[src/hw/rtl/ssll_pkg.sv]
// ----------------------------------------------------------------------------
// Sorted linked list package
// Field widths, command codes and the controller/datapath handshake types.
// ----------------------------------------------------------------------------
`default_nettype none

package ssll_pkg;

  localparam int unsigned SLOTS_DEF = 16;
  localparam int unsigned CMD_W     = 2;
  localparam int unsigned KEY_W     = 32;
  localparam int unsigned SLOT_W    = 4;
  localparam int unsigned SIZE_W    = 5;

  typedef enum logic [CMD_W-1:0] {
    CMD_INSERT = 2'd0,
    CMD_DELETE = 2'd1,
    CMD_SEARCH = 2'd2,
    CMD_CLEAR  = 2'd3
  } cmd_e;

  typedef struct packed {
    logic accept;
    logic clear;
    logic walk;
    logic upd1;
    logic upd2;
    logic load;
  } ctl_t;

  typedef struct packed {
    logic full;
    logic walk_stop;
    logic found;
    logic out_free;
    cmd_e cmd;
  } st_t;

endpackage

`default_nettype wire

[src/hw/rtl/ssll_intf.sv]
// ----------------------------------------------------------------------------
// Sorted linked list channels
// Command and result channels with a valid/ready handshake.
// ----------------------------------------------------------------------------
`default_nettype none

interface ssll_req_if import ssll_pkg::*; ();
  logic                    valid;
  logic                    ready;
  logic [CMD_W-1:0]        command;
  logic signed [KEY_W-1:0] key;

  modport source (output valid, command, key, input ready);
  modport sink (input valid, command, key, output ready);
endinterface

interface ssll_rsp_if import ssll_pkg::*; ();
  logic              valid;
  logic              ready;
  logic              success;
  logic [SLOT_W-1:0] slot;
  logic [SIZE_W-1:0] list_size;

  modport source (output valid, success, slot, list_size, input ready);
  modport sink (input valid, success, slot, list_size, output ready);
endinterface

`default_nettype wire

[src/hw/rtl/sorted_static_linked_list.sv]
// ----------------------------------------------------------------------------
// Sorted static linked list
// Ordered signed keys in a slot array with a used chain and a free chain.
// ----------------------------------------------------------------------------
//  Channel  Dir  Word
//  req_i    in   command, key
//  rsp_o    out  success, slot, list_size
//
// One word at a time. Clear and an insert into a full array go from accept straight to the
// result register; search and a failed insert or delete first walk the used chain, and a
// successful insert or delete then makes two link updates. The walk steps one link a cycle.
// Reset and clear restore the empty list through a fill mark, with no sweep.
// A stalled result sits in the output register while the next word is taken.
`default_nettype none

module sorted_static_linked_list import ssll_pkg::*; #(
  parameter int unsigned SLOTS = SLOTS_DEF
) (
  input  logic              clk_i,
  input  logic              rst_ni,
  ssll_req_if.sink          req_i,
  ssll_rsp_if.source        rsp_o
);

  ctl_t ctl;
  st_t  st;

  ssll_ctrl u_ctrl (
    .clk_i       (clk_i),
    .rst_ni      (rst_ni),
    .req_valid_i (req_i.valid),
    .req_ready_o (req_i.ready),
    .command_i   (req_i.command),
    .st_i        (st),
    .ctl_o       (ctl)
  );

  ssll_datapath #(
    .SLOTS (SLOTS)
  ) u_datapath (
    .clk_i           (clk_i),
    .rst_ni          (rst_ni),
    .ctl_i           (ctl),
    .st_o            (st),
    .command_i       (req_i.command),
    .key_i           (req_i.key),
    .rsp_ready_i     (rsp_o.ready),
    .rsp_valid_o     (rsp_o.valid),
    .rsp_success_o   (rsp_o.success),
    .rsp_slot_o      (rsp_o.slot),
    .rsp_list_size_o (rsp_o.list_size)
  );

endmodule

`default_nettype wire

[src/hw/rtl/ssll_ctrl.sv]
// ----------------------------------------------------------------------------
// Sorted linked list controller
// Sequences accept, chain walk, two link updates and the result hand-off.
// ----------------------------------------------------------------------------
`default_nettype none

module ssll_ctrl import ssll_pkg::*; (
  input  logic             clk_i,
  input  logic             rst_ni,
  input  logic             req_valid_i,
  output logic             req_ready_o,
  input  logic [CMD_W-1:0] command_i,
  input  st_t              st_i,
  output ctl_t             ctl_o
);

  typedef enum logic [4:0] {
    S_IDLE = 5'b00001,
    S_WALK = 5'b00010,
    S_UPD1 = 5'b00100,
    S_UPD2 = 5'b01000,
    S_RESP = 5'b10000
  } state_e;

  state_e state_q, state_d;
  cmd_e   cmd;

  assign cmd = cmd_e'(command_i);

  always_comb begin
    ctl_o       = '0;
    req_ready_o = 1'b0;
    state_d     = state_q;
    unique case (state_q)
      S_IDLE: begin
        req_ready_o = 1'b1;
        if (req_valid_i) begin
          ctl_o.accept = 1'b1;
          if (cmd == CMD_CLEAR) begin
            ctl_o.clear = 1'b1;
            state_d     = S_RESP;
          end else if (cmd == CMD_INSERT && st_i.full) begin
            state_d = S_RESP;
          end else begin
            state_d = S_WALK;
          end
        end
      end
      S_WALK: begin
        ctl_o.walk = 1'b1;
        if (st_i.walk_stop) begin
          unique case (st_i.cmd)
            CMD_INSERT: state_d = st_i.found ? S_RESP : S_UPD1;
            CMD_DELETE: state_d = st_i.found ? S_UPD1 : S_RESP;
            default:    state_d = S_RESP;
          endcase
        end
      end
      S_UPD1: begin
        ctl_o.upd1 = 1'b1;
        state_d    = S_UPD2;
      end
      S_UPD2: begin
        ctl_o.upd2 = 1'b1;
        state_d    = S_RESP;
      end
      S_RESP: begin
        if (st_i.out_free) begin
          ctl_o.load = 1'b1;
          state_d    = S_IDLE;
        end
      end
      default: state_d = S_IDLE;
    endcase
  end

  always_ff @(posedge clk_i or negedge rst_ni) begin
    if (!rst_ni) begin
      state_q <= S_IDLE;
    end else begin
      state_q <= state_d;
    end
  end

endmodule

`default_nettype wire

[src/hw/rtl/ssll_datapath.sv]
// ----------------------------------------------------------------------------
// Sorted linked list datapath
// Key and link memories, chain pointers, walk compare and result register.
// ----------------------------------------------------------------------------
`default_nettype none

module ssll_datapath import ssll_pkg::*; #(
  parameter int unsigned SLOTS = SLOTS_DEF
) (
  input  logic                    clk_i,
  input  logic                    rst_ni,
  input  ctl_t                    ctl_i,
  output st_t                     st_o,
  input  logic [CMD_W-1:0]        command_i,
  input  logic signed [KEY_W-1:0] key_i,
  input  logic                    rsp_ready_i,
  output logic                    rsp_valid_o,
  output logic                    rsp_success_o,
  output logic [SLOT_W-1:0]       rsp_slot_o,
  output logic [SIZE_W-1:0]       rsp_list_size_o
);

  localparam int unsigned IW = $clog2(SLOTS);
  localparam int unsigned LW = $clog2(SLOTS + 1);
  localparam logic [LW-1:0] NONE = LW'(SLOTS);

  function automatic logic [LW-1:0] norm(input logic [LW-1:0] v);
    return (v >= NONE) ? NONE : v;
  endfunction

  logic signed [KEY_W-1:0] key_mem [SLOTS];
  logic [LW-1:0]           link_mem [SLOTS];

  logic [LW-1:0] head_q, head_d, free_q, free_d, count_q, count_d, hw_q, hw_d;
  logic [LW-1:0] cur_q, cur_d, prev_q, prev_d, steps_q, steps_d, succ_q, succ_d;
  logic          res_ok_q, res_ok_d;
  logic [IW-1:0] res_slot_q, res_slot_d;
  cmd_e          cmd_q;
  logic signed [KEY_W-1:0] key_q, key_a_q;
  logic [LW-1:0] link_a_q, link_b_q, link_a_n, link_b_n;
  logic          lw_en, kw_en;
  logic [LW-1:0] lw_addr, lw_data;
  logic          cur_none, step_lim, walk_stop, found;
  logic          out_valid_q, out_ok_q;
  logic [SLOT_W-1:0] out_slot_q;
  logic [SIZE_W-1:0] out_size_q;

  // Slots at or above the fill mark were never linked and still chain to the next slot.
  assign link_a_n = norm((cur_q >= hw_q) ? cur_q + LW'(1) : link_a_q);
  assign link_b_n = norm((free_q >= hw_q) ? free_q + LW'(1) : link_b_q);

  assign cur_none  = cur_q >= NONE;
  assign step_lim  = steps_q == NONE;
  assign walk_stop = cur_none || step_lim || !(key_a_q < key_q);
  assign found     = !cur_none && !step_lim && (key_a_q == key_q);

  always_comb begin
    head_d     = head_q;
    free_d     = free_q;
    count_d    = count_q;
    hw_d       = hw_q;
    cur_d      = cur_q;
    prev_d     = prev_q;
    steps_d    = steps_q;
    succ_d     = succ_q;
    res_ok_d   = res_ok_q;
    res_slot_d = res_slot_q;
    lw_en      = 1'b0;
    kw_en      = 1'b0;
    lw_addr    = cur_q;
    lw_data    = free_q;
    if (ctl_i.accept) begin
      cur_d      = norm(head_q);
      prev_d     = NONE;
      steps_d    = '0;
      res_ok_d   = 1'b0;
      res_slot_d = '0;
    end
    if (ctl_i.clear) begin
      head_d   = NONE;
      free_d   = '0;
      count_d  = '0;
      hw_d     = '0;
      res_ok_d = 1'b1;
    end
    if (ctl_i.walk) begin
      if (!walk_stop) begin
        prev_d  = cur_q;
        cur_d   = link_a_n;
        steps_d = steps_q + LW'(1);
      end else begin
        succ_d = link_a_n;
        if (cmd_q == CMD_SEARCH && found) begin
          res_ok_d   = 1'b1;
          res_slot_d = cur_q[IW-1:0];
        end
      end
    end
    if (ctl_i.upd1) begin
      lw_en    = 1'b1;
      res_ok_d = 1'b1;
      if (cmd_q == CMD_INSERT) begin
        lw_addr    = free_q;
        lw_data    = cur_q;
        kw_en      = 1'b1;
        free_d     = link_b_n;
        res_slot_d = free_q[IW-1:0];
        count_d    = count_q + LW'(1);
        if (free_q == hw_q) begin
          hw_d = hw_q + LW'(1);
        end
      end else begin
        lw_addr    = cur_q;
        lw_data    = free_q;
        free_d     = cur_q;
        res_slot_d = cur_q[IW-1:0];
        if (count_q != '0) begin
          count_d = count_q - LW'(1);
        end
      end
    end
    if (ctl_i.upd2) begin
      lw_data = (cmd_q == CMD_INSERT) ? LW'(res_slot_q) : succ_q;
      lw_addr = prev_q;
      if (prev_q >= NONE) begin
        head_d = lw_data;
      end else begin
        lw_en = 1'b1;
      end
    end
  end

  always_ff @(posedge clk_i) begin
    if (cur_d < NONE) begin
      key_a_q  <= key_mem[cur_d[IW-1:0]];
      link_a_q <= link_mem[cur_d[IW-1:0]];
    end
    if (free_q < NONE) begin
      link_b_q <= link_mem[free_q[IW-1:0]];
    end
    if (lw_en) begin
      link_mem[lw_addr[IW-1:0]] <= lw_data;
    end
    if (kw_en) begin
      key_mem[free_q[IW-1:0]] <= key_q;
    end
  end

  always_ff @(posedge clk_i or negedge rst_ni) begin
    if (!rst_ni) begin
      head_q      <= NONE;
      free_q      <= '0;
      count_q     <= '0;
      hw_q        <= '0;
      cmd_q       <= CMD_INSERT;
      out_valid_q <= 1'b0;
    end else begin
      head_q  <= head_d;
      free_q  <= free_d;
      count_q <= count_d;
      hw_q    <= hw_d;
      if (ctl_i.accept) begin
        cmd_q <= cmd_e'(command_i);
      end
      if (ctl_i.load) begin
        out_valid_q <= 1'b1;
      end else if (rsp_ready_i) begin
        out_valid_q <= 1'b0;
      end
    end
  end

  always_ff @(posedge clk_i) begin
    cur_q      <= cur_d;
    prev_q     <= prev_d;
    steps_q    <= steps_d;
    succ_q     <= succ_d;
    res_ok_q   <= res_ok_d;
    res_slot_q <= res_slot_d;
    if (ctl_i.accept) begin
      key_q <= key_i;
    end
    if (ctl_i.load) begin
      out_ok_q   <= res_ok_q;
      out_slot_q <= SLOT_W'(res_slot_q);
      out_size_q <= SIZE_W'(count_q);
    end
  end

  assign st_o.full      = free_q >= NONE;
  assign st_o.walk_stop = walk_stop;
  assign st_o.found     = found;
  assign st_o.out_free  = !out_valid_q || rsp_ready_i;
  assign st_o.cmd       = cmd_q;

  assign rsp_valid_o     = out_valid_q;
  assign rsp_success_o   = out_ok_q;
  assign rsp_slot_o      = out_slot_q;
  assign rsp_list_size_o = out_size_q;

endmodule

`default_nettype wire

[src/flat_wrapper.sv]
// flat-port wrapper written by rule: the top's interface ports become plain ports
module sorted_static_linked_list_flat import ssll_pkg::*;
#(
  parameter int unsigned SLOTS = SLOTS_DEF
)
  (clk_i, rst_ni, req_i_valid, req_i_command, req_i_key, req_i_ready, rsp_o_valid, rsp_o_success, rsp_o_slot, rsp_o_list_size, rsp_o_ready);
  ssll_req_if req_i_i ();
  ssll_rsp_if rsp_o_i ();
  input  logic clk_i;
  input  logic rst_ni;
  input wire logic [$bits(req_i_i.valid)-1:0] req_i_valid;
  input wire logic [$bits(req_i_i.command)-1:0] req_i_command;
  input wire logic [$bits(req_i_i.key)-1:0] req_i_key;
  output wire logic [$bits(req_i_i.ready)-1:0] req_i_ready;
  output wire logic [$bits(rsp_o_i.valid)-1:0] rsp_o_valid;
  output wire logic [$bits(rsp_o_i.success)-1:0] rsp_o_success;
  output wire logic [$bits(rsp_o_i.slot)-1:0] rsp_o_slot;
  output wire logic [$bits(rsp_o_i.list_size)-1:0] rsp_o_list_size;
  input wire logic [$bits(rsp_o_i.ready)-1:0] rsp_o_ready;
  assign req_i_i.valid = req_i_valid;
  assign req_i_i.command = req_i_command;
  assign req_i_i.key = req_i_key;
  assign req_i_ready = req_i_i.ready;
  assign rsp_o_valid = rsp_o_i.valid;
  assign rsp_o_success = rsp_o_i.success;
  assign rsp_o_slot = rsp_o_i.slot;
  assign rsp_o_list_size = rsp_o_i.list_size;
  assign rsp_o_i.ready = rsp_o_ready;
  sorted_static_linked_list #(.SLOTS(SLOTS)) u_core (.clk_i(clk_i), .rst_ni(rst_ni), .req_i(req_i_i), .rsp_o(rsp_o_i));
endmodule
[config.mk]
export PLATFORM = sky130hd
export DESIGN_NAME = sorted_static_linked_list_flat
export DESIGN_NICKNAME = d
export VERILOG_FILES = /design/src/hw/rtl/ssll_pkg.sv /design/src/hw/rtl/ssll_intf.sv /design/src/hw/rtl/sorted_static_linked_list.sv /design/src/hw/rtl/ssll_ctrl.sv /design/src/hw/rtl/ssll_datapath.sv /design/src/flat_wrapper.sv
export SDC_FILE = /design/constraint.sdc
export NUM_CORES = 1
export LEC_CHECK = 0
export ABC_AREA = 1
export BUFFER_PORTS_ARGS = -buffer_cell sky130_fd_sc_hd__clkbuf_2
export CORE_UTILIZATION = 40
export CTS_BUF_LIST = sky130_fd_sc_hd__clkbuf_16
export CTS_CLUSTER_SIZE = 24
export DETAILED_ROUTE_END_ITERATION = 16
export PLACE_DENSITY = 0.52
export SLEW_MARGIN = 20
export SYNTH_ARGS = -nofsm -noshare
export SYNTH_HDL_FRONTEND = slang
export SYNTH_SLANG_ARGS = --single-unit
[constraint.sdc]
create_clock -name clk_i -period 4.1 [get_ports clk_i]
set_clock_uncertainty 0.1 [all_clocks]
set_input_delay 0.41 -clock clk_i [delete_from_list [all_inputs] [get_ports clk_i]]
set_output_delay 0.41 -clock clk_i [all_outputs]
set_load 0.05 [all_outputs]
==> results of run 1 <==
cell usage in the layout, fill, tap and decap left out, drive strengths merged, types with 6 or more instances in the layout:
cell type    count
inv            713
nand2          683
edfxtp         681
nand3          584
clkbuf         132
buf            115
o21ai           97
nor2            91
a21oi           81
ha              53
nand3b          37
dlygate4sd3     37
clkinv          36
dfrtp           26
dfxtp           20
nand4           10
nor3             8
o22ai            8
xor2             6
o32ai            6
synthesized netlist by cell type, types with 7 or more instances:
cell type                  count  area share (%)
sky130_fd_sc_hd__clkbuf_1     36            0.41
sky130_fd_sc_hd__inv_1       681             7.7
sky130_fd_sc_hd__buf_4        17            0.38
sky130_fd_sc_hd__buf_2        82             1.2
sky130_fd_sc_hd__a21oi_1      81             1.2
sky130_fd_sc_hd__nand3b_1     37            0.83
sky130_fd_sc_hd__dfxtp_1      20             1.2
sky130_fd_sc_hd__o21ai_0      90             1.4
sky130_fd_sc_hd__nand2_1     679             7.7
sky130_fd_sc_hd__nand3_1     581             8.7
sky130_fd_sc_hd__o22ai_1       7            0.13
sky130_fd_sc_hd__nand4_1       8            0.15
sky130_fd_sc_hd__dfrtp_1      26             2.0
sky130_fd_sc_hd__buf_1        11            0.12
sky130_fd_sc_hd__nor2_1       87            0.98
sky130_fd_sc_hd__ha_1         53             2.0
sky130_fd_sc_hd__nor3_1        7            0.11
sky130_fd_sc_hd__edfxtp_1    681              61
worst register-to-register path, delay by kind of cell, from the launching register on:
family | cells | cell delay (ns)
compound gates | 2 | 0.57
buf+inv | 4 | 0.82
simple gates | 12 | 1.48
fa+ha+maj | 1 | 0.25
flops | 1 | 0.39
layer usage:
layer	routed length (microns)	GRT usage (%)	vias to the layer above	share of wire, %
met1	42300	30.7	11376	45
met3	4850	3.23	154	5.1
li1	-	-	11036	-
met5	0	0	-	0
met2	45000	37.1	678	48
met4	2220	5.86	0	2.3
sequential cells by signal, summed over array words and instances, names as in the netlist, 32 cells and up:
register	count
u_core.u_datapath.key_q	32
u_core.u_datapath.key_a_q	32
u_core.u_datapath.key_mem	512
u_core.u_datapath.link_mem	80
cell type report:
type,count,area [sq um]
fillers,7614,43800
flip-flops and latches,729,21600
multi-input cells,1704,8610
inverters,693,2600
clock buffers,83,2080
repair buffers,201,1810
well taps,1070,1340
clock inverters,62,442
through the flow:
stage | total power, mW | setup slack, ns | util, %
global route | 24.5 | 0.0255 | 46.7
finish | 23.3 | 0.219 | 46.7
CTS | 23.5 | 0.123 | 46.7
global placement | 16.5 | 0.122 | 43.2
detailed placement | 16.5 | 0.138 | 43.2
floorplan | 13.9 | 0.710 | -
timing repair:
action,4_1_cts,5_1_grt
endpoints found under the hold margin,62,0
resized for setup,0,1
endpoints found under the setup margin,0,18
hold buffers,37,0
cells by family after synthesis:
family          after synthesis
compound gates              220
mux                           2
xor+xnor                      8
flops                       729
buf+inv                     843
simple gates               1421
fa+ha+maj                    53
worst paths after layout:
| kind | cells after the start | end | slack [ns] | start |
|---|---|---|---|---|
| setup / recovery | 19 | u_core.u_datapath.key_a_q[11]$_DFFE_PN_ | 0.22 | u_core.u_datapath.key_q[9]$_DFFE_PP_ |
| hold / removal | 2 | u_core.u_datapath.hw_q[4]$_DFF_PN0_ | 0.29 | rst_ni |
| setup reg to reg | 19 | u_core.u_datapath.key_a_q[11]$_DFFE_PN_ | 0.22 | u_core.u_datapath.key_q[9]$_DFFE_PP_ |
| hold reg to reg | 0 | u_core.u_datapath.rsp_success_o$_DFFE_PP_ | 0.35 | u_core.u_datapath.res_ok_q$_SDFF_PP1_ |
| max in group asynchronous | 2 | u_core.u_datapath.cmd_q[1]$_DFFE_PN0P_ | 3.10 | rst_ni |
| min in group clk_i | 0 | u_core.u_datapath.rsp_success_o$_DFFE_PP_ | 0.35 | u_core.u_datapath.res_ok_q$_SDFF_PP1_ |
power breakdown:
group,leakage (nW),total [mW],switching [mW],internal [mW]
registers,6.70,9.48,0.316,9.16
clock network,1.33,6.95,2.97,3.98
logic,8.29,6.90,4.81,2.09
==> impl.org, run 1 <==
** Layout
- Summing all non-filler instances in the final layout gives an area of slightly below 40,000 sq um.
- Filler-free cell count of the finished design :: 4,542
- Area Growth Syn to Fin :: 15.5%
- Number of antenna cells inserted :: 0
- The final layout contains 3,501 nets.
- Share of cells above drive strength 1 :: 9.56%

** Detailed routing
- Wire length reported by the detailed router :: roughly 94,000 microns
- Drt first-iter violations :: 2,090
- DR vias :: 23,244
- In the routed layout, each cell is associated on average with a via count of 5.12.
- ANT nets after route :: 0
- After detailed routing, the average wire length per cell comes to 20.8 microns.
- After detailed routing, the number of remaining DRC violations is 0.
- Number of search-and-repair iterations in the first detailed-routing pass :: 5

** Logic synthesis
- Xor/xnor share of the synthesized area :: 0.211%
- Post-synthesis compound-gate area fraction :: 3.79%
- The number of nets handed over by synthesis was roughly 3,400.
- FF+latch count, synth :: about 730
- After synthesis, the share of flip-flops with an asynchronous set or reset is 3.84%.
- The mapped netlist covers roughly 33,000 sq um.
- For this run, the leading register cell type out of synthesis is sky130_fd_sc_hd__edfxtp_1.
- After synthesis, the share of cell area in mux cells is 0.0602%.
- The synthesized design contains 681 enable-type register cells.
- The number of different library cells used by synthesis comes to 59.
- Simple-gate share of the synthesized area :: 19.1%
- Adder-cell area share of the yosys netlist :: 1.99%
- Share of synthesized area occupied by flip-flops and latches :: 64.8%
- Mean cell area of the mapped netlist :: 10.2 sq um
- During synthesis, Yosys emitted a total of 0 warnings.
- Combinational family with the most area after synthesis :: simple AND/OR/NAND/NOR gates
- Synthesized instance count :: 3,276

** Floorplanning
- The floorplan step defined a die boundary enclosing 84,300 sq um.
- The floorplan has about 110 rows.
- During I/O placement, the number of pins put on the boundary was 50.
- In this run the horizontal extent of the chip is 290 microns.
- In this run the vertical extent of the chip is 290 microns.
- Starting utilization of the core area :: between 40 and 50%
- In this run the standard cell core region covers 82,200 sq um.

** Clock tree
- Counting the buffers created by CTS gives 81.
- CTS root buffer :: sky130_fd_sc_hd__clkbuf_16
- The H-tree was split into 3 levels.
- TritonCTS built the clock tree.
- Clock-pin slew was measured on the worst setup and hold paths at 0.06 ns.
- The clock passes through at most 3 buffers.
- The tree built by TritonCTS fans out to 729 sinks.
- Once the clock tree was built, the setup fixing pass inserted 0 buffers.
- The clock reaches the later pin of the worst-skew pair after 0.63 ns.

** Run
- Reported max-cap violation count :: 0

** STA
- Maximum operating frequency :: between 0.2 and 0.3 GHz
- Max-slew headroom at the worst pin :: a little under 30%
- Setup-violating endpoint count in the final report :: 0
- Final worst path period share :: around 95%
- The final-report max-slew violation count is 0.
- Worst-margin pin slew :: 1.06 ns
- The routed design could run at a clock period as short as 3.88 ns.
- RSZ-0062 raised after global routing :: no
- The number of failing hold endpoints at the final stage is 0.
- In the final timing run, aggregate negative setup slack is 0 ns.
- Across all hold checks on the routed design, the worst slack comes to 0.291 ns.

** Global routing
- Wire length of the first global-routing pass :: 142,000 microns
- Entering global routing, the biggest net connects 69 pins.
- The via count of the first global-routing pass was 22,712.
- Global routing finished with a remaining overflow of 0.
- Global routing used between 20% and 30% of the available tracks across all layers.
- Initial antenna violation count :: 1

** Placement
- Routability-driven placement finished with a final weighted congestion of 0.868.
- Post-DP HPWL :: about 54,000 microns
- Input and output buffers added on the ports amount to between 40 and 50.
- Including well taps, the total number of placed cells is 4,360.
- The placed instances occupy a cell area of ~36,000 sq um.

** Power
- In this run the static leakage power is 16.3 nW.
- VDD sags by at most 0.000397 V.
- For this design the ratio of total power to cell area is 607 nW/um^2.

** Critical path
- Data required time of the worst path :: 4.38 ns
- Endpoint class of the critical path :: flip-flop
- Crit path largest cell delay :: 0.39 ns
- The critical path contains buffers and inverters numbering 4 combined.
- Critical-path cell list :: inv_1 > ha_1 > nand2_1 > nand2_1 > nand2_1 > nand2_1 > a21oi_1 > nand3_1 > nand2_1 > nand2_1 > nand2_1 > nand4_4 > inv_2 > o21ai_4 > inv_2 > buf_12 > nand3_1 > nand3_1 > nand2_1
- Along the worst path, the maximum fanout reaches 62.
- The worst setup path is launched from a flip-flop.
- For the worst setup path, the data arrival time is ~4.2 ns.
- Category of the critical setup timing path :: reg2reg
- Most common cell on crit path :: sky130_fd_sc_hd__nand2_1
- Grouping stages by cell kind, the critical path spends the most delay in simple AND/OR/NAND/NOR gates.
- On the critical path, the stage with the largest delay is an instance of sky130_fd_sc_hd__edfxtp_1.

** Min path
- Hold/Removal Path Class :: in2async

** Status
- The run finished with clean final reports.
No activity file was read; power rests on OpenSTA's default activity.
==> run 2: changes to the inputs <==
ABC_AREA = 0   (was 1)
==> run 2 against run 1 <==
Via count fell by 26%. Sequential share of layout area rose by 3.5 points. Critical path type unchanged. Cell area fell by 6.0%. Combinational power fell by 69%. Non-clock buffer count rose by 63. Wire length fell by 15%. Die area fell by 10%. Register-to-register slack got worse by 0.14 ns.
==> impl.org, run 2 <==
** Detailed routing
- The post-detailed-route DRC marker count is 0 (unchanged).
- The number of vias per cell is 5.53 (+8.2%).
- The average routed wire per standard cell came to 26.0 microns (+25%).
- The detailed-routing wirelength on met1 is 36,000 microns (-15%).
- Detailed-routed wire length on met2 :: 38,300 microns (-15%)
- Met3 WL post-DR :: 4330 microns (-11%)
- The number of design-rule violations left by the first detailed-router iteration came to 1,298 (-38%).
- The number of detailed-route iterations in the first pass came to 5 (unchanged).
- The number of nets with antenna violations after routing is 0 (unchanged).
- The post-detailed-routing wire length is 80,400 microns (-15%).
- The highest metal layer carrying signal wires in the routed design is met4.
- DR vias :: 17,103 (-26%)

** Layout
- Relative to the synthesized area, the layout overhead comes to 20.7%.
- Filler-free cell count of the finished design :: 3,090 (-32%)
- Layout net count :: 2,163 (-38%)
- Summed area of non-filler cells in the final layout :: 36,100 sq um (-6.0%)
- Flip-flop count of the largest register after layout :: 512 (unchanged)
- Commonest non-fill, non-tap cells in the layout :: 681 x sky130_fd_sc_hd__edfxtp_1, 249 x sky130_fd_sc_hd__mux2i_1, 137 x sky130_fd_sc_hd__buf_4
- Most common cell after layout, fill and taps aside :: sky130_fd_sc_hd__edfxtp_1
- Share of cells above drive strength 1 :: 22.9% (+13 points)
- The antenna cell count came to 0 (unchanged).

** Floorplanning
- The die outline area is 75,900 sq um (-10%).
- The placeable core area is 73,500 sq um (-11%).
- The die boundary width is 276 microns (-5.1%).
- Top Ports :: 50 (unchanged)
- The starting density of the core came to 40.8% (+0.29 points).
- Y dimension of the die :: 276 microns (-5.1%)
- Rows :: 99 (-5.7%)

** Clock tree
- The number of buffers created by CTS came to 79 (-2.5%).
- CTS root buffer :: sky130_fd_sc_hd__clkbuf_16
- Clock latency on the worst-skew pair :: 0.63 ns (about the same)
- Depth of the CTS H-tree :: 3 (unchanged)
- Clock tree from TritonCTS :: done
- Maximum count of clock buffers along a single path :: 3 (unchanged)
- The CTS clock-pin slew for the worst setup and hold paths was 0.06 ns (about the same).
- Num Clock Sinks :: 729 (unchanged)

** Run
- Reported max-cap violation count :: 0 (unchanged)

** Min path
- Hold wc startpoint :: rsp_o_ready
- The min-delay analysis places its worst path in the category in2reg.

** STA
- The minimum clock period after layout came to 4.02 ns (+0.141 ns).
- Max-slew violation count :: 0 (unchanged)
- Setup-violating endpoint count in the final report :: 0 (unchanged)
- The post-route clock period utilization is 98.1% (+3.4 points).
- Hold violation count in the final report :: 0 (unchanged)
- Worst-margin pin slew :: 0.877 ns (-0.186 ns)
- The timing-limited maximum frequency is 0.249 GHz (-3.5%).
- Max-slew headroom at the worst pin :: 41.5% (+12 points)

** Global routing
- The remaining global-route overflow came to 0 (unchanged).
- The number of antenna violations at the first check in global routing was 0 (-1).
- The global-route usage over all layers is 21.0% (-1.3 points).
- Wire length of the first global-routing pass :: 115,000 microns (-19%)
- The via count of the first global-routing pass came to 17,000 (-25%).
- Pin count of the biggest net entering global routing :: 39 (-43%)

** Logic synthesis
- Proportion of netlist area held by the largest area contributor :: 68.3% (+6.9 points)
- Yosys attributes the largest share of cell area to sky130_fd_sc_hd__edfxtp_1 68%, sky130_fd_sc_hd__mux2i_1 8.4%, sky130_fd_sc_hd__ha_1 2.2%, sky130_fd_sc_hd__dfrtp_1 2.2%, sky130_fd_sc_hd__o22ai_1 2.1%.
- The number of instances in the synthesized netlist was 1,808 (-45%).
- The number of nets in the synthesized netlist came to 1,899 (-44%).
- Synthesis warning total :: 0 (unchanged)
- EDFF count, synth :: 681 (unchanged)
- sky130_fd_sc_hd__edfxtp_1 takes more of the synthesized area than any other cell.
- Sorting the synthesized cells by how often they occur yields 681 x sky130_fd_sc_hd__edfxtp_1, 251 x sky130_fd_sc_hd__mux2i_1, 100 x sky130_fd_sc_hd__o22ai_1.
- The count of unique library cells instantiated by Yosys is 65 (+10%).
- The number of synthesized register bits was 729 (unchanged).
- Most common cell in the synthesized netlist :: sky130_fd_sc_hd__edfxtp_1
- Share of synthesized area occupied by flip-flops and latches :: 72.0% (+7.2 points)
- Mean cell area of the mapped netlist :: 16.6 sq um (+63%)
- For this run, the leading register cell type out of synthesis is sky130_fd_sc_hd__edfxtp_1.
- The share of flip-flops with an asynchronous set or reset is 3.84% (unchanged).
- Netlist area before placement :: 29,900 sq um (-10%)

** Critical path
- Endpoint class of the critical path :: flip-flop
- STA classifies the critical path startpoint as a flip-flop.
- Data required time of the worst path :: 4.36 ns (-0.02 ns)
- Category of the critical setup timing path :: reg2reg
- Worst reg2reg path startpoint :: u_core.u_datapath.key_q[5]$_DFFE_PP_
- Critical Path AT :: 4.28 ns (+0.12 ns)
- Peak fanout along the critical path :: 12 (-81%)
- Critical path startpoint :: u_core.u_datapath.key_q[5]$_DFFE_PP_

** Power
- The total power of the final layout is 18.2 mW (-22%).
- Static Leak :: 11.9 nW (-27%)
- The largest voltage drop on the vdd net is 0.000307 V (-23%).
- The power density relative to cell area came to 502 nW/um^2 (-17%).

** Placement
- Post-DP HPWL :: 47,200 microns (-13%)
- Weighted congestion at the end of routability-driven global placement :: 0.852 (-1.8%)
- The count of buffers inserted at the top-level ports came to 49 (unchanged).
- The area after detailed placement came to 32,800 sq um (-7.8%).
- Number of placed instances with taps included :: 2,894 (-34%)

** Status
- The flow ran to the end, and the final reports show no timing, DRC or antenna violations.
[run 2: cell count changes after synthesis, moves of 25 or more]
| cell | previous run | this run |
|---|---|---|
| sky130_fd_sc_hd__nand2_1 | 679 | 71 |
| sky130_fd_sc_hd__o21ai_0 | 90 | 46 |
| sky130_fd_sc_hd__a21oi_1 | 81 | 29 |
| sky130_fd_sc_hd__a22o_1 | 0 | 27 |
| sky130_fd_sc_hd__mux2i_1 | 2 | 251 |
| sky130_fd_sc_hd__nand3b_1 | 37 | 5 |
| sky130_fd_sc_hd__buf_2 | 82 | 35 |
| sky130_fd_sc_hd__mux2_2 | 0 | 55 |
| sky130_fd_sc_hd__or4_1 | 1 | 37 |
| sky130_fd_sc_hd__nand3_1 | 581 | 29 |
| sky130_fd_sc_hd__o22ai_1 | 7 | 100 |
| sky130_fd_sc_hd__inv_1 | 681 | 50 |
| sky130_fd_sc_hd__mux4_2 | 0 | 25 |
[run 2: cell families (layout without fill, tap and decap cells)]
logic type | Yosys count | after routing | share of synthesized area (%)
DFF | 729 | 729 | 72.0
muxes | 340 | 341 | 12.7
and+or+nand+nor | 281 | 281 | 4.90
AOI/OAI and AO/OA | 259 | 259 | 5.78
buffers and inverters | 135 | 457 | 2.05
adders and majority gates | 53 | 53 | 2.22
xor gates and xnor gates | 11 | 11 | 0.322
[run 2: repair_timing]
action | CTS | global route
hold buffers | 35 | 0
pin swaps | 1 | 12
endpoints found under the hold margin | 60 | 0
setup endpoints to repair | 32 | 37
buffers inserted | 3 | 13
cloned | 0 | 5
resized for setup | 2 | 41
[run 2: layout make-up]
cell class	instances	area [sq um]
inverters	53	201
repair buffers	264	2490
well taps	959	1200
clock inverters	58	497
clock buffers	82	2050
multi-input cells	945	8150
flip-flops and latches	729	21600
fillers	6157	37300
[run 2: through the flow]
| step | util, % | hold WS (ns) | setup TNS (ns) | worst slack, ns |
|---|---|---|---|---|
| CTS | 48.6 | 0.0271 | 0 | 0.00260 |
| finish | 49.2 | 0.0607 | 0 | 0.0775 |
| global placement | 44.6 | 0.319 | -0.443 | -0.0854 |
| global route | 49.2 | 0.0822 | -0.0499 | -0.0152 |
| detailed placement | 44.6 | 0.322 | -1.26 | -0.0850 |
| floorplan | - | 0.0144 | 0 | 0.0555 |
[run 2: final timing paths]
| check | to | slack (ns) | cells past startpoint |
|---|---|---|---|
| setup / recovery | u_core.u_datapath.key_a_q[23]$_DFFE_PN_ | 0.08 | 14 |
| hold / removal | u_core.u_datapath.rsp_valid_o$_DFFE_PN0P_ | 0.06 | 3 |
| setup reg to reg | u_core.u_datapath.key_a_q[23]$_DFFE_PN_ | 0.08 | 14 |
| hold reg to reg | u_core.u_datapath.rsp_success_o$_DFFE_PP_ | 0.33 | 0 |
| max in group asynchronous | u_core.u_datapath.hw_q[2]$_DFF_PN0_ | 3.07 | 2 |
| min in group asynchronous | u_core.u_ctrl.state_q[1]$_DFFE_PN0P_ | 0.33 | 2 |
[run 2: critical path, cell delays in order, from the launching register on]
cell and delay, ns:
sky130_fd_sc_hd__edfxtp_1 0.46, sky130_fd_sc_hd__inv_2 0.11, sky130_fd_sc_hd__ha_4 0.20, sky130_fd_sc_hd__a21o_1 0.17, sky130_fd_sc_hd__nand3_1 0.09, sky130_fd_sc_hd__a211oi_1 0.09
sky130_fd_sc_hd__o41a_1 0.43, sky130_fd_sc_hd__buf_4 0.17, sky130_fd_sc_hd__o21ai_4 0.18, sky130_fd_sc_hd__mux2_8 0.40, sky130_fd_sc_hd__buf_12 0.15, sky130_fd_sc_hd__buf_16 0.15
sky130_fd_sc_hd__mux2_2 0.27, sky130_fd_sc_hd__a22o_1 0.24, sky130_fd_sc_hd__or4_4 0.51
[run 2: power breakdown]
group	switching, mW	internal [mW]
clock	2.95	4.07
sequential	0.233	8.74
combinational	1.36	0.781
[run 2: metal layers]
layer	up-vias	track usage [%]
met1	8780	29.4
met2	506	34.1
met4	0	6.06
li1	7700	-
met5	-	0
met3	117	3.22
